[src/rtl/core/tpsm_pkg.sv]
package tpsm_pkg;

    localparam int CFG_DATA_W = 16;
    localparam int CFG_IDX_W  = 2;
    localparam int TIME_W     = 16;
    localparam int ELAPSED_W  = 8;
    localparam int BTN_W      = 3;
    localparam int PHASE_W    = 3;

    typedef enum logic [1:0] {
        MODE_STEADY = 2'd0,
        MODE_SIMPLE = 2'd1,
        MODE_FULL   = 2'd2
    } mode_t;

    localparam logic [CFG_IDX_W-1:0] CFG_MODE       = 2'd0;
    localparam logic [CFG_IDX_W-1:0] CFG_PRESS_TIME = 2'd1;
    localparam logic [CFG_IDX_W-1:0] CFG_IDLE_TIME  = 2'd2;

    localparam logic [TIME_W-1:0] PRESS_TIME_RST = 16'd100;
    localparam logic [TIME_W-1:0] IDLE_TIME_RST  = 16'd100;

    // Switch positions
    localparam logic [1:0] POS_ONE   = 2'd1;
    localparam logic [1:0] POS_TWO   = 2'd2;
    localparam logic [1:0] POS_THREE = 2'd3;

    // Phase codes: bit 2 = idle; low bits = position, less one if idle
    localparam logic [PHASE_W-1:0] PH_NONE   = 3'd0;
    localparam logic [PHASE_W-1:0] PH_PRESS2 = 3'd2;
    localparam logic [PHASE_W-1:0] PH_PRESS3 = 3'd3;
    localparam logic [PHASE_W-1:0] PH_IDLE1  = 3'd4;
    localparam logic [PHASE_W-1:0] PH_IDLE2  = 3'd5;
    localparam logic [PHASE_W-1:0] PH_IDLE3  = 3'd6;

    typedef struct packed {
        mode_t             mode;
        logic [TIME_W-1:0] press_time;
        logic [TIME_W-1:0] idle_time;
    } cfg_t;

    typedef struct packed {
        logic                 pin_one_low;
        logic                 pin_two_low;
        logic [ELAPSED_W-1:0] elapsed_ms;
    } item_t;

    // One-hot button pattern of a position; zero for no position
    function automatic logic [BTN_W-1:0] pos_bits(input logic [1:0] pos);
        logic [BTN_W-1:0] bits;
        begin
            case (pos)
                POS_ONE:   bits = 3'b001;
                POS_TWO:   bits = 3'b010;
                POS_THREE: bits = 3'b100;
                default:   bits = 3'b000;
            endcase
            return bits;
        end
    endfunction

endpackage

[src/rtl/core/tpsm_cfg.sv]
module tpsm_cfg (
    input  logic                                clk,
    input  logic                                rst_n,
    input  logic                                cfg_we,
    input  logic [tpsm_pkg::CFG_IDX_W-1:0]      cfg_index,
    input  logic [tpsm_pkg::CFG_DATA_W-1:0]     cfg_data,
    output tpsm_pkg::cfg_t                      cfg
);
    import tpsm_pkg::*;

    cfg_t cfg_reg;

    always_ff @(posedge clk or negedge rst_n)
    begin
        if (!rst_n)
        begin
            cfg_reg.mode       <= MODE_STEADY;
            cfg_reg.press_time <= PRESS_TIME_RST;
            cfg_reg.idle_time  <= IDLE_TIME_RST;
        end
        else if (cfg_we)
        begin
            case (cfg_index)
                CFG_MODE:       cfg_reg.mode       <= mode_t'(cfg_data[1:0]);
                CFG_PRESS_TIME: cfg_reg.press_time <= cfg_data[TIME_W-1:0];
                CFG_IDLE_TIME:  cfg_reg.idle_time  <= cfg_data[TIME_W-1:0];
                default:        ;
            endcase
        end
    end

    assign cfg = cfg_reg;

endmodule

[src/rtl/core/tpsm_in_stage.sv]
module tpsm_in_stage (
    input  logic            clk,
    input  logic            rst_n,
    input  logic            in_valid,
    output logic            in_ready,
    input  tpsm_pkg::item_t item_in,
    input  logic            take,
    output logic            s1_valid,
    output tpsm_pkg::item_t s1_item
);
    import tpsm_pkg::*;

    logic  valid_reg;
    item_t item_reg;

    // Accept a new beat whenever empty or the held one leaves in this cycle
    assign in_ready = !valid_reg || take;

    always_ff @(posedge clk or negedge rst_n)
    begin
        if (!rst_n)
        begin
            valid_reg <= 1'b0;
        end
        else if (in_ready)
        begin
            valid_reg <= in_valid;
        end
    end

    always_ff @(posedge clk)
    begin
        if (in_valid && in_ready)
        begin
            item_reg <= item_in;
        end
    end

    assign s1_valid = valid_reg;
    assign s1_item  = item_reg;

endmodule

[src/rtl/core/tpsm_ctrl.sv]
module tpsm_ctrl (
    input  logic                           clk,
    input  logic                           rst_n,
    input  tpsm_pkg::cfg_t                 cfg,
    input  logic                           step,
    input  tpsm_pkg::item_t                item,
    output logic [tpsm_pkg::BTN_W-1:0]     held_next
);
    import tpsm_pkg::*;

    logic [PHASE_W-1:0] phase_reg, phase_next;
    logic [TIME_W-1:0]  rem_reg, rem_next;
    logic [BTN_W-1:0]   held_reg;

    logic [1:0]         pos;
    logic [BTN_W-1:0]   cur_bits;
    logic               running;
    logic [TIME_W-1:0]  rem_dec;

    always_comb
    begin
        if (item.pin_one_low)
            pos = POS_ONE;
        else if (item.pin_two_low)
            pos = POS_THREE;
        else
            pos = POS_TWO;
    end

    assign cur_bits = pos_bits(pos);
    assign running  = rem_reg > {{(TIME_W-ELAPSED_W){1'b0}}, item.elapsed_ms};
    assign rem_dec  = rem_reg - {{(TIME_W-ELAPSED_W){1'b0}}, item.elapsed_ms};

    always_comb
    begin
        phase_next = phase_reg;
        rem_next   = rem_reg;
        held_next  = held_reg;
        case (cfg.mode)
            MODE_STEADY:
            begin
                held_next = cur_bits;
            end
            MODE_SIMPLE:
            begin
                if (phase_reg != {1'b0, pos})
                begin
                    phase_next = {1'b0, pos};
                    rem_next   = cfg.press_time;
                    held_next  = cur_bits;
                end
                else if (running)
                begin
                    rem_next  = rem_dec;
                    held_next = cur_bits;
                end
                else
                begin
                    rem_next  = '0;
                    held_next = '0;
                end
            end
            MODE_FULL:
            begin
                if (phase_reg[2])
                begin
                    // Idle phase: start a new press once idle ends on a new position
                    if (running)
                    begin
                        rem_next  = rem_dec;
                        held_next = '0;
                    end
                    else if (phase_reg != ({1'b0, pos} + PH_PRESS3))
                    begin
                        phase_next = {1'b0, pos};
                        rem_next   = cfg.press_time;
                    end
                    else
                    begin
                        rem_next = '0;
                    end
                end
                else if (running)
                begin
                    rem_next  = rem_dec;
                    held_next = pos_bits(phase_reg[1:0]);
                end
                else
                begin
                    held_next = '0;
                    rem_next  = cfg.idle_time;
                    case (phase_reg)
                        PH_PRESS2: phase_next = PH_IDLE2;
                        PH_PRESS3: phase_next = PH_IDLE3;
                        default:   phase_next = PH_IDLE1;
                    endcase
                end
            end
            default:
            begin
                held_next = held_reg;
            end
        endcase
    end

    always_ff @(posedge clk or negedge rst_n)
    begin
        if (!rst_n)
        begin
            phase_reg <= PH_NONE;
            rem_reg   <= '0;
            held_reg  <= '0;
        end
        else if (step)
        begin
            phase_reg <= phase_next;
            rem_reg   <= rem_next;
            held_reg  <= held_next;
        end
    end

endmodule

[src/rtl/core/tpsm_out_stage.sv]
module tpsm_out_stage (
    input  logic                        clk,
    input  logic                        rst_n,
    input  logic                        s1_valid,
    input  logic [tpsm_pkg::BTN_W-1:0]  buttons_in,
    output logic                        take,
    output logic                        out_valid,
    input  logic                        out_ready,
    output logic [tpsm_pkg::BTN_W-1:0]  buttons
);
    import tpsm_pkg::*;

    logic             valid_reg;
    logic [BTN_W-1:0] buttons_reg;
    logic             free;

    // Result register is free when empty or being drained this cycle
    assign free = !valid_reg || out_ready;
    assign take = s1_valid && free;

    always_ff @(posedge clk or negedge rst_n)
    begin
        if (!rst_n)
        begin
            valid_reg <= 1'b0;
        end
        else if (free)
        begin
            valid_reg <= s1_valid;
        end
    end

    always_ff @(posedge clk)
    begin
        if (take)
        begin
            buttons_reg <= buttons_in;
        end
    end

    assign out_valid = valid_reg;
    assign buttons   = buttons_reg;

endmodule

[src/rtl/core/three_position_switch_momentary_top.sv]
// Channel   Handshake              Payload
// in        in_valid / in_ready    pin_one_low, pin_two_low, elapsed_ms
// out       out_valid / out_ready  button_one_on, button_two_on, button_three_on
// cfg       cfg_we                 cfg_index, cfg_data
//
// One tick per cycle sustained while out_ready is high; a result passes the input
// register, then the state update and the result register.
// Reset clears valids, state (no phase, zero count, buttons off) and loads
// register defaults: steady mode, 100 ms press and idle.
// A stalled output holds the result register; the input register takes a new
// beat in the same cycle the held one moves on.
module three_position_switch_momentary_top (
    input  logic                                clk,
    input  logic                                rst_n,
    input  logic                                in_valid,
    output logic                                in_ready,
    input  logic                                pin_one_low,
    input  logic                                pin_two_low,
    input  logic [tpsm_pkg::ELAPSED_W-1:0]      elapsed_ms,
    output logic                                out_valid,
    input  logic                                out_ready,
    output logic                                button_one_on,
    output logic                                button_two_on,
    output logic                                button_three_on,
    input  logic                                cfg_we,
    input  logic [tpsm_pkg::CFG_IDX_W-1:0]      cfg_index,
    input  logic [tpsm_pkg::CFG_DATA_W-1:0]     cfg_data
);
    import tpsm_pkg::*;

    cfg_t             cfg;
    item_t            item_in;
    item_t            s1_item;
    logic             s1_valid;
    logic             take;
    logic [BTN_W-1:0] held_next;
    logic [BTN_W-1:0] buttons;

    assign item_in.pin_one_low = pin_one_low;
    assign item_in.pin_two_low = pin_two_low;
    assign item_in.elapsed_ms  = elapsed_ms;

    tpsm_cfg u_cfg (
        .clk       (clk),
        .rst_n     (rst_n),
        .cfg_we    (cfg_we),
        .cfg_index (cfg_index),
        .cfg_data  (cfg_data),
        .cfg       (cfg)
    );

    tpsm_in_stage u_in_stage (
        .clk      (clk),
        .rst_n    (rst_n),
        .in_valid (in_valid),
        .in_ready (in_ready),
        .item_in  (item_in),
        .take     (take),
        .s1_valid (s1_valid),
        .s1_item  (s1_item)
    );

    tpsm_ctrl u_ctrl (
        .clk       (clk),
        .rst_n     (rst_n),
        .cfg       (cfg),
        .step      (take),
        .item      (s1_item),
        .held_next (held_next)
    );

    tpsm_out_stage u_out_stage (
        .clk        (clk),
        .rst_n      (rst_n),
        .s1_valid   (s1_valid),
        .buttons_in (held_next),
        .take       (take),
        .out_valid  (out_valid),
        .out_ready  (out_ready),
        .buttons    (buttons)
    );

    assign button_one_on   = buttons[0];
    assign button_two_on   = buttons[1];
    assign button_three_on = buttons[2];

endmodule
[config.mk]
export PLATFORM = sky130hd
export DESIGN_NAME = three_position_switch_momentary_top
export DESIGN_NICKNAME = d
export VERILOG_FILES = /design/src/rtl/core/tpsm_pkg.sv /design/src/rtl/core/tpsm_cfg.sv /design/src/rtl/core/tpsm_in_stage.sv /design/src/rtl/core/tpsm_ctrl.sv /design/src/rtl/core/tpsm_out_stage.sv /design/src/rtl/core/three_position_switch_momentary_top.sv
export SDC_FILE = /design/constraint.sdc
export NUM_CORES = 1
export LEC_CHECK = 0
export BUFFER_PORTS_ARGS = -buffer_cell sky130_fd_sc_hd__buf_2
export CAP_MARGIN = 20
export CORE_ASPECT_RATIO = 0.75
export CORE_MARGIN = 2
export CORE_UTILIZATION = 54
export CTS_CLUSTER_SIZE = 24
export DETAILED_ROUTE_END_ITERATION = 8
export GPL_TIMING_DRIVEN = 0
export MAX_ROUTING_LAYER = met4
export PLACE_DENSITY_LB_ADDON = 0.15
export SLEW_MARGIN = 20
export SYNTH_ARGS = -nofsm -noshare
export SYNTH_HDL_FRONTEND = slang
export SYNTH_SLANG_ARGS = --single-unit
[constraint.sdc]
create_clock -name clk -period 3.1 [get_ports clk]
set_input_delay 0.62 -clock clk [delete_from_list [all_inputs] [get_ports clk]]
set_output_delay 0.62 -clock clk [all_outputs]
set_load 0.02 [all_outputs]
==> results by group, run 1 <==
Synth
  • Largest family of logic cells by synthesized area: simple AND/OR/NAND/NOR gates
  • Yosys warns: 0
  • Yosys reg bits: just over 70
  • Post-Syn Instances: 378
  • Synth Net Count: 424
  • Simple-gate share of the synthesized area: 16.8%
  • Number of flops mapped to enable cells by yosys: 13
  • Async S/R FF share, synth: 81.7%
  • Avg Inst Size Synth: 10.4 um^2
  • Post-synthesis mux area share: 10.3%
  • Sequential area share after synthesis: between 40% and 50%
  • Xor/xnor share of the synthesized area: between 1.5 and 2%
  • Synth Area in Compound Gates: 16.4%
  • Predominant post-synthesis flop cell: dfrtp_1
  • Netlist cell types: 62
  • Synthesized area: 3950 um^2
  • Post-synthesis adder-cell area fraction: 4.31%

Outcome
  • Status: finished, final reports clean

Power and ir drop
  • Logic gate share of total power: between 40 and 50%
  • Max VDD drop: 0.000431 V
  • Internal power: 2.08 mW
  • Sequential Power Share: 39.9%
  • Switching part of the total: approximately two fifths
  • Clk pwr share: 19.4%
  • P_leak: 1.84 nW
  • Switching power: 1.36 mW
  • Power Density: ~770 nW/um^2

Critical path
  • Worst-path fanout max: 7
  • Worst-path cell chain: ha_1, fa_1, nand2b_1, a211o_1, a31o_2, o211ai_4, o21ai_2, and2_1, a221o_1
  • Startpoint types: flip-flop
  • WP data arrival: 3.20 ns
  • Kind of critical path: reg -> reg
  • CP max stage delay: roughly 0.40 ns
  • CP Capture Type: flip-flop
  • CP max stage cell: fa_1
  • FF-to-FF path depth: 9
  • Req. time, crit path: 3.35 ns

Clocking
  • Max Buffers Root-to-Sink: 2
  • CTS Buf Count: 9
  • Clk root buf: clkbuf_8
  • Clk_lat worst skew: 0.37 ns
  • CTS clk-pin slew, worst paths: 0.07 ns
  • Post-CTS setup buffers: 0
  • Clock tree sinks: 71
  • Number of H-tree levels: 3
  • CTS tree: done

Global routing
  • Total track usage: 26.8%
  • Global-route wire length before repair: 15600 um
  • Met3 GRT Util: 7.93%
  • Busiest layer in global routing: met1
  • Antenna violations before repair: 0
  • GR Util met2: between 30% and 40%
  • GR Overflow Total: 0
  • Met1 usage: a little under two fifths
  • Number of global-route vias before repair: 3107
  • Largest net degree at the start of global routing: 59

Timing
  • FMAX: 339 MHz
  • Slew headroom: 36.2%
  • Slew Limit Fails: 0
  • Tmin final: 2.95 ns
  • Layout Skew: 0.0128 ns
  • Final Hold Fails: 0
  • Setup-failing EPs final: 0
  • Total negative slack: 0 ns
  • Fin crit share: 95.0%
  • Min setup slack post-route: 0.154 ns
  • Worst-Margin Slew: 0.950 ns
  • RSZ-0062 raised after global routing: no

Placed design
  • Post-DP HPWL: 6940 um
  • Port Buf Inserts: 37
  • Routability congestion estimate from global placement: 0.942
  • Place WS: approximately 0.10 ns

Detailed routing
  • Total vias in the final route: ~3200
  • Drt first-iter violations: 204
  • Drt via density: 6.11
  • Final ANT Viol Nets: 0
  • Post-Route WL: 9500 um
  • Wire per inst: 18.0 um
  • Number of remaining DRC errors: 0
  • Drt pass-1 iters: 5

Floorplanning
  • Initial Utilization: 57.0%
  • Core ar.: a little under 7000 um^2
  • Die Footprint: 8020 um^2
  • Die span in y: around 78 um
  • Site Rows: 26
  • Ports: 38
  • Die Wd: ~100 um

Min path
  • Hold Path Class: in -> async

Finish
  • Max reg flops: 34
  • Fraction of layout cells with a size suffix above 1: 25.1%
  • Area Growth Syn to Fin: 12.9%
  • Nets: 472
  • Most common cell after layout, fill and taps aside: dfrtp_1
  • Finished Core Util: 64.3%
  • Commonest non-fill, non-tap cells in the layout: dfrtp_1 (52), buf_2 (38), mux2_2 (32), nand2_1 (31), nor2_1 (23)
  • N_diodes: 0

Flow run
  • Max-Cap Viols: 0
## stage by stage
step           cells  hold slack, ns  cell area, um^2  total power, mW
6_report         528           0.315             4460             3.44
5_1_grt          528           0.366             4460             3.68
4_1_cts          528           0.320             4430             3.41
3_5_place_dp     513           0.476             4260             2.74
3_3_place_gp     513           0.476             4260             2.69
2_1_floorplan    378           0.324             3950             2.36
## path summary, 6_finish.rpt
| check | slack (ns) | start | to |
|---|---|---|---|
| hold reg to reg | 0.50 | u_cfg.cfg[15]$_DFFE_PN0P_ | u_cfg.cfg[15]$_DFFE_PN0P_ |
| setup / recovery | 0.15 | u_in_stage.s1_item[0]$_DFFE_PP_ | u_ctrl.rem_reg[2]$_DFFE_PN0P_ |
| setup reg to reg | 0.15 | u_in_stage.s1_item[0]$_DFFE_PP_ | u_ctrl.rem_reg[2]$_DFFE_PN0P_ |
| min in group clk | 0.43 | pin_two_low | u_in_stage.s1_item[8]$_DFFE_PP_ |
| hold / removal | 0.32 | rst_n | u_ctrl.rem_reg[0]$_DFFE_PN0P_ |
| max in group asynchronous | 2.29 | rst_n | u_cfg.cfg[7]$_DFFE_PN0P_ |
## cells in the mapped netlist (9+ instances only)
cell | instances | area, um^2
a21oi_1 | 17 | 85.1
clkbuf_1 | 12 | 45.0
dfrtp_1 | 52 | 1300
edfxtp_1 | 13 | 390
ha_1 | 12 | 150
inv_1 | 16 | 60.1
mux2_2 | 32 | 360
nand2_1 | 31 | 116
nand3_1 | 13 | 65.1
nor2_1 | 23 | 86.3
o21ai_0 | 18 | 90.1
or3_1 | 9 | 56.3
## kinds of logic (layout without fill, tap and decap cells)
group,Yosys count,in the layout
flip-flops,71,71
XOR/XNOR,9,9
AND/OR/NAND/NOR,126,126
adder cells (fa/ha/maj),13,13
AO/OA/AOI/OAI,91,91
buffers and inverters,32,84
multiplexers,36,36
## area by class of cell
cell class,instances,area [um^2]
tap,98,123
clock buffer,10,138
inverter,16,60.1
clock inverter,5,31.3
sequential,71,1850
timing repair buffer,37,188
fill,587,2470
multi-input combinational,275,1990
buffer,16,73.8
## layer usage
metal	routed length (um)	part of all wire, %	vias to the layer above
met5	0	0	-
met1	4550	48	1582
met2	3970	42	130
li1	-	-	1496
met4	201	2.1	0
met3	785	8.3	19
## worst max-delay path, delay by kind of cell, from the launching register on
kind	cells	cell delay, ns
simple gates	2	0.43
fa+ha+maj	2	0.64
compound gates	5	1.37
flops	1	0.39
## power groups by stage
stage | Combinational (mW) | Clock, mW | Sequential, mW
detailed placement | 1.36 | 0 | 1.38
floorplan | 1.03 | 0 | 1.33
CTS | 1.37 | 0.684 | 1.36
global route | 1.56 | 0.721 | 1.40
global placement | 1.32 | 0 | 1.37
finish | 1.40 | 0.667 | 1.37
## what timing repair did
item	CTS	global route
hold buffers	0	0
resized for setup	0	4
endpoints found under the setup margin	0	6
Power figures use the tool's default switching activity.
==> inputs of run 2 (changes only) <==
--- a/config.mk
+++ b/config.mk
@@ -7,9 +7,11 @@
 export LEC_CHECK = 0
 export BUFFER_PORTS_ARGS = -buffer_cell sky130_fd_sc_hd__buf_2
 export CAP_MARGIN = 20
+export CELL_PAD_IN_SITES_DETAIL_PLACEMENT = 1
+export CELL_PAD_IN_SITES_GLOBAL_PLACEMENT = 1
 export CORE_ASPECT_RATIO = 0.75
 export CORE_MARGIN = 2
-export CORE_UTILIZATION = 54
+export CORE_UTILIZATION = 47
 export CTS_CLUSTER_SIZE = 24
 export DETAILED_ROUTE_END_ITERATION = 8
 export GPL_TIMING_DRIVEN = 0
==> run 2 against run 1 <==
Combinational power hardly changed. Clock skew is 0.0046 ns lower. Sequential power hardly changed. Utilization is 7.6 points lower. Count of clock-buffer cells in the layout stayed put. Flip-flop and latch count stayed put. Worst setup slack worse by 0.074 ns. Clock power is 26% higher. First-iteration DRC count is 35% lower. Largest cell class unchanged. Hold slack better by 0.018 ns. Critical path depth stayed put.
==> results by group, run 2 (synthesis results as in run 1) <==
Global routing
  • Antenna violations before repair: 0 (unchanged)
  • GR Overflow Total: 0 (unchanged)
  • Number of global-route vias before repair: 3404 (was 3107)
  • Total track usage: 26.3% (was 26.8%)
  • Largest net degree at the start of global routing: 59 (unchanged)
  • Global-route wire length before repair: 17700 um (was 15600 um)

Timing
  • Tmin final: 3.02 ns (was 2.95 ns)
  • RSZ-0062 raised after global routing: yes (was no)
  • Worst-Margin Slew: 0.907 ns (was 0.950 ns)
  • Slew headroom: 39.1% (was 36.2%)
  • Setup-failing EPs final: 0 (unchanged)
  • Final Hold Fails: 0 (unchanged)
  • Fin crit share: 97.4% (was 95.0%)
  • FMAX: 331 MHz (was 339 MHz)
  • Layout Skew: 0.00814 ns (was 0.0128 ns)
  • Slew Limit Fails: 0 (unchanged)

Floorplanning
  • Die span in y: 83.4 um (was 78.0 um)
  • Die Wd: 110 um (was 103 um)
  • Die Footprint: 9160 um^2 (was 8020 um^2)
  • Initial Utilization: 49.2% (was 57.0%)
  • Ports: 38 (unchanged)
  • Site Rows: 28 (was 26)
  • Core ar.: 8020 um^2 (was 6930 um^2)

Critical path
  • Setup crit start: u_in_stage.s1_item[0]$_DFFE_PP_ (unchanged)
  • Req. time, crit path: 3.35 ns (about the same)
  • Reg-to-Reg End: u_ctrl.rem_reg[2]$_DFFE_PN0P_ (unchanged)
  • Critical Path End: u_ctrl.rem_reg[2]$_DFFE_PN0P_ (unchanged)
  • WP data arrival: 3.27 ns (was 3.20 ns)
  • Reg2reg setup slack: 0.08 ns (was 0.15 ns)
  • Worst r2r src: u_in_stage.s1_item[0]$_DFFE_PP_ (unchanged)
  • Kind of critical path: reg -> reg (unchanged)
  • FF-to-FF path depth: 9 (unchanged)
  • Worst-path fanout max: 7 (unchanged)
  • Startpoint types: flip-flop (unchanged)
  • CP Capture Type: flip-flop (unchanged)

Finish
  • Nets: 475 (was 472)
  • Fin cells: 539 (was 528)
  • Fill cells: 910 (was 587)
  • Most common cell after layout, fill and taps aside: dfrtp_1 (unchanged)
  • Fraction of layout cells with a size suffix above 1: 25.3% (was 25.1%)
  • Area Growth Syn to Fin: 15.2% (was 12.9%)
  • N_diodes: 0 (unchanged)
  • Max reg flops: 34 (unchanged)
  • Design area: 4550 um^2 (was 4460 um^2)
  • Commonest non-fill, non-tap cells in the layout: dfrtp_1 (52), buf_2 (37), mux2_2 (32), nand2_1 (31), nor2_1 (22) (was dfrtp_1 (52), buf_2 (38), mux2_2 (32), nand2_1 (31), nor2_1 (23))

Clocking
  • Clk_lat worst skew: 0.37 ns (about the same)
  • Hold buffer count at CTS: 0 (unchanged)
  • Clock tree sinks: 71 (unchanged)
  • Max Buffers Root-to-Sink: 2 (unchanged)
  • CTS tree: done (unchanged)
  • Clk root buf: clkbuf_8 (unchanged)
  • CTS Buf Count: 9 (unchanged)
  • Number of H-tree levels: 3 (unchanged)
  • CTS clk-pin slew, worst paths: 0.08 ns (was 0.07 ns)

Detailed routing
  • Drt pass-1 iters: 4 (was 5)
  • Drt via density: 5.93 (was 6.11)
  • Post-Route WL: 10700 um (was 9500 um)
  • Final ANT Viol Nets: 0 (unchanged)
  • Number of remaining DRC errors: 0 (unchanged)
  • Total vias in the final route: 3196 (was 3227)
  • Wire per inst: 19.9 um (was 18.0 um)
  • Drt first-iter violations: 132 (was 204)

Outcome
  • Status: finished, final reports clean (unchanged)

Power and ir drop
  • Max VDD drop: 0.000340 V (was 0.000431 V)
  • P_leak: 1.87 nW (was 1.84 nW)
  • Power Density: 796 nW/um^2 (was 772 nW/um^2)

Placed design
  • Routability congestion estimate from global placement: 0.895 (was 0.942)
  • Dpl cells: 520 (was 513)
  • Post-DP HPWL: 7780 um (was 6940 um)
  • Port Buf Inserts: 37 (unchanged)
  • Cell Area, Placed: 4270 um^2 (was 4260 um^2)

Flow run
  • Max-Cap Viols: 0 (unchanged)

Min path
  • Hold Path Class: in -> async (unchanged)
## run 2: cell types whose count changed in the layout (fill, tap and decap cells not counted), sizes merged
cell      before  now
clkinv         1    2
bufinv         0    2
buf           41   44
inv           19   16
clkinvlp       1    2
## run 2: area by class of cell
| type | count | area, um^2 | share of cell area (%) |
|---|---|---|---|
| plain buffers | 16 | 76.3 | 1.68 |
| repair buffers | 40 | 210 | 4.62 |
| clock buffers | 10 | 138 | 3.03 |
| flip-flops and latches | 71 | 1850 | 40.7 |
| well taps | 105 | 131 | 2.89 |
| clock inverters | 6 | 83.8 | 1.84 |
| multi-input cells | 275 | 2000 | 44.0 |
| inverters | 16 | 60.1 | 1.32 |
## run 2: worst max-delay path, cell delays in order, from the launching register on
cell	delay, ns
edfxtp_1	0.41
ha_1	0.26
fa_1	0.41
nand2b_1	0.20
a211o_1	0.33
a31o_4	0.28
o211ai_4	0.30
o21ai_4	0.16
and2_1	0.25
a221o_1	0.31
## run 2: how the worst min path moves through the flow
stage | from | to | slack (ns) | depth (start not counted)
CTS | rst_n | u_ctrl.rem_reg[15]$_DFFE_PN0P_ | 0.34 | 1
detailed placement | u_cfg.cfg[20]$_DFFE_PN0P_ | u_ctrl.rem_reg[4]$_DFFE_PN0P_ | 0.47 | 1
global placement | u_cfg.cfg[20]$_DFFE_PN0P_ | u_ctrl.rem_reg[4]$_DFFE_PN0P_ | 0.47 | 1
floorplan | rst_n | u_cfg.cfg[0]$_DFFE_PN0P_ | 0.32 | 0
global route | rst_n | u_cfg.cfg[31]$_DFFE_PN0P_ | 0.38 | 1
finish | rst_n | u_ctrl.rem_reg[15]$_DFFE_PN0P_ | 0.33 | 1
## run 2: through the flow
stage	utilization, %	setup slack, ns	setup TNS, ns	total power, mW	hold slack [ns]
after global routing	56.7	-0.00948	-0.00948	3.88	0.382
after global placement	53.2	0.0690	0	2.68	0.473
final	56.7	0.0798	0	3.62	0.333
after floorplan	-	0.397	0	2.36	0.324
after detailed placement	53.2	-0.00154	-0.00154	2.76	0.471
after CTS	56.1	0.0296	0	3.62	0.344
## run 2: timing repair
| action | in CTS | in global routing |
|---|---|---|
| setup endpoints to repair | 4 | 9 |
| hold endpoints to repair | 0 | 0 |
| resized for setup | 2 | 5 |
| setup buffers | 0 | 3 |
| pin swaps | 0 | 1 |
## run 2: routing by layer
metal  GRT usage [%]  share of wire, %
met1            36.7                48
met2            38.9                46
met3            6.59               4.1
met4            5.18               1.4
met5               -                 0
## run 2: report_power, final
part	total [mW]	internal [mW]	switching (mW)
logic	1.42	0.594	0.828
clock network	0.839	0.470	0.369
registers	1.36	1.19	0.170
total	3.62	2.25	1.37
==> inputs of run 3 (changes only) <==
--- a/config.mk
+++ b/config.mk
@@ -10,7 +10,7 @@
 export CELL_PAD_IN_SITES_DETAIL_PLACEMENT = 1
 export CELL_PAD_IN_SITES_GLOBAL_PLACEMENT = 1
 export CORE_ASPECT_RATIO = 0.75
-export CORE_MARGIN = 2
+export CORE_MARGIN = 1
 export CORE_UTILIZATION = 47
 export CTS_CLUSTER_SIZE = 24
 export DETAILED_ROUTE_END_ITERATION = 8
==> run 3 against run 2 <==
Utilization is 0.33 points higher. Final cell count stayed put. Wire length increased by 3.4%. Hold slack gained 0.0073 ns. Sequential power barely moved. Clock power up 5.6%. Clock skew up 0.00075 ns. Die area is 4.2% lower. Global-route usage increased by 1.8 points. Via count grew 1.7%. Worst setup slack got worse by 0.013 ns. Critical path type unchanged. Flip-flop and latch count unchanged.
==> results by group, run 3 (synthesis results as in run 1) <==
Floorplanning
  • Core ar.: 8020 um^2 (unchanged)
  • Site Rows: 28 (unchanged)
  • Die Footprint: 8770 um^2 (was 9160 um^2)
  • Die Wd: 108 um (was 110 um)
  • Ports: 38 (unchanged)
  • Die span in y: 81.4 um (was 83.4 um)
  • Initial Utilization: 49.2% (unchanged)

Clocking
  • Max Buffers Root-to-Sink: 2 (unchanged)
  • CTS clk-pin slew, worst paths: 0.07 ns (was 0.08 ns)
  • Clock tree sinks: 71 (unchanged)
  • Clk_lat worst skew: 0.35 ns (was 0.37 ns)
  • Clk root buf: clkbuf_8 (unchanged)
  • Number of H-tree levels: 3 (unchanged)
  • CTS tree: done (unchanged)
  • CTS Buf Count: 9 (unchanged)

Critical path
  • Worst-path cell chain: ha_2, fa_1, nand2b_1, a211o_1, a31o_4, o21a_4, buf_4, mux2i_1, a22oi_1, o31ai_1 (was ha_1, fa_1, nand2b_1, a211o_1, a31o_4, o211ai_4, o21ai_4, and2_1, a221o_1)
  • Reg2reg setup slack: 0.07 ns (was 0.08 ns)
  • Kind of critical path: reg -> reg (unchanged)
  • Reg-to-Reg End: u_out_stage.buttons[0]$_DFFE_PP_ (was u_ctrl.rem_reg[2]$_DFFE_PN0P_)
  • WP data arrival: 3.12 ns (was 3.27 ns)
  • CP Capture Type: flip-flop (unchanged)
  • Worst r2r src: u_in_stage.s1_item[0]$_DFFE_PP_ (unchanged)
  • Startpoint types: flip-flop (unchanged)
  • FF-to-FF path depth: 10 (was 9)
  • Req. time, crit path: 3.18 ns (was 3.35 ns)
  • Worst-path fanout max: 10 (was 7)
  • CP max stage delay: 0.40 ns (was 0.41 ns)
  • CP max stage cell: fa_1 (was edfxtp_1)

Placed design
  • Place WS: 0.0107 ns (was -0.00154 ns)
  • Routability congestion estimate from global placement: 0.890 (was 0.895)
  • Dpl cells: 520 (unchanged)
  • Post-DP HPWL: 7900 um (was 7780 um)
  • Port Buf Inserts: 37 (unchanged)

Timing
  • Setup-failing EPs final: 0 (unchanged)
  • Min setup slack post-route: 0.0670 ns (was 0.0798 ns)
  • Slew headroom: 36.6% (was 39.1%)
  • FMAX: 330 MHz (was 331 MHz)
  • Fin crit share: 97.8% (was 97.4%)
  • Worst-Margin Slew: 0.944 ns (was 0.907 ns)
  • Final Hold Fails: 0 (unchanged)
  • Layout Skew: 0.00889 ns (was 0.00814 ns)
  • Tmin final: 3.03 ns (was 3.02 ns)
  • Hold_ws: 0.340 ns (was 0.333 ns)
  • Slew Limit Fails: 0 (unchanged)

Global routing
  • Largest net degree at the start of global routing: 59 (unchanged)
  • Total track usage: 28.1% (was 26.3%)
  • Antenna violations before repair: 0 (unchanged)
  • GR Overflow Total: 0 (unchanged)
  • Number of global-route vias before repair: 3431 (was 3404)
  • Global-route wire length before repair: 17500 um (was 17700 um)

Min path
  • Hold Path Class: in -> async (unchanged)

Detailed routing
  • Drt via density: 6.03 (was 5.93)
  • Total vias in the final route: 3251 (was 3196)
  • Wire per inst: 20.6 um (was 19.9 um)
  • Final ANT Viol Nets: 0 (unchanged)
  • Number of remaining DRC errors: 0 (unchanged)
  • Drt pass-1 iters: 4 (unchanged)
  • Post-Route WL: 11100 um (was 10700 um)
  • Drt first-iter violations: 174 (was 132)

Finish
  • Nets: 475 (unchanged)
  • Commonest non-fill, non-tap cells in the layout: dfrtp_1 (52), buf_2 (37), mux2_2 (32), nand2_1 (31), nor2_1 (23) (was dfrtp_1 (52), buf_2 (37), mux2_2 (32), nand2_1 (31), nor2_1 (22))
  • Most common cell after layout, fill and taps aside: dfrtp_1 (unchanged)
  • Max reg flops: 34 (unchanged)
  • N_diodes: 0 (unchanged)
  • Fin cells: 539 (unchanged)
  • Finished Core Util: 57.0% (was 56.7%)
  • Area Growth Syn to Fin: 15.9% (was 15.2%)
  • Fraction of layout cells with a size suffix above 1: 25.3% (unchanged)

Outcome
  • Status: finished, final reports clean (unchanged)

Flow run
  • Max-Cap Viols: 0 (unchanged)

Power and ir drop
  • P_leak: 1.88 nW (was 1.87 nW)
  • Power Density: 809 nW/um^2 (was 796 nW/um^2)
  • Max VDD drop: 0.000450 V (was 0.000340 V)
run 3: what timing repair did:
item | 4_1_cts | 5_1_grt
hold endpoints to repair | 0 | 0
hold buffers | 0 | 0
pin swaps | 0 | 3
resized for setup | 1 | 7
buffers inserted | 0 | 3
endpoints found under the setup margin | 3 | 12
run 3: worst max-delay path by stage:
stage	from	end	slack (ns)	cells after the start
2_1_floorplan	u_in_stage.s1_item[0]$_DFFE_PP_	u_ctrl.phase_reg[0]$_DFFE_PN0P_	0.40	10
3_3_place_gp	u_in_stage.s1_item[0]$_DFFE_PP_	u_ctrl.phase_reg[0]$_DFFE_PN0P_	0.06	9
3_5_place_dp	u_in_stage.s1_item[0]$_DFFE_PP_	u_ctrl.phase_reg[0]$_DFFE_PN0P_	0.01	9
4_1_cts	u_in_stage.s1_item[0]$_DFFE_PP_	u_ctrl.rem_reg[0]$_DFFE_PN0P_	0.002	9
5_1_grt	u_ctrl.rem_reg[2]$_DFFE_PN0P_	u_out_stage.buttons[1]$_DFFE_PP_	-0.05	7
6_report	u_in_stage.s1_item[0]$_DFFE_PP_	u_out_stage.buttons[0]$_DFFE_PP_	0.07	10
run 3: critical path, delay by kind of cell (launching register included):
kind	cells	cell delay (ns)
DFF	1	0.39
adders and majority gates	2	0.62
buffers and inverters	1	0.20
muxes	1	0.17
AOI/OAI and AO/OA	5	1.20
and+or+nand+nor	1	0.19
run 3: power by group:
part	internal, mW	switching (mW)
combinational	0.595	0.852
clock	0.529	0.357
sequential	1.19	0.178
total	2.31	1.39
run 3: layout make-up:
| type | instances | area, um^2 |
|---|---|---|
| Tap cell | 105 | 131 |
| Sequential cell | 71 | 1850 |
| Fill cell | 902 | 3450 |
| Multi-Input combinational cell | 275 | 2000 |
| Clock buffer | 9 | 124 |
| Timing Repair Buffer | 40 | 223 |
| Inverter | 16 | 60.1 |
| Buffer | 16 | 76.3 |
| Clock inverter | 7 | 111 |
run 3: through the flow:
| stage | instance area, um^2 | total power, mW | TNS, ns |
|---|---|---|---|
| global route | 4570 | 3.92 | -0.114 |
| finish | 4570 | 3.70 | 0 |
| global placement | 4260 | 2.68 | 0 |
| CTS | 4510 | 3.67 | 0 |
| detailed placement | 4270 | 2.76 | 0 |
| floorplan | 3950 | 2.36 | 0 |
run 3: layer usage:
layer  global-route usage (%)  vias to the layer above  share of wire, %
met5                        -                        -                 0
met4                     9.18                        0               2.0
met3                     5.62                       23               5.3
met2                     44.9                      101                47
met1                     36.0                     1619                46
li1                         -                     1508                 -
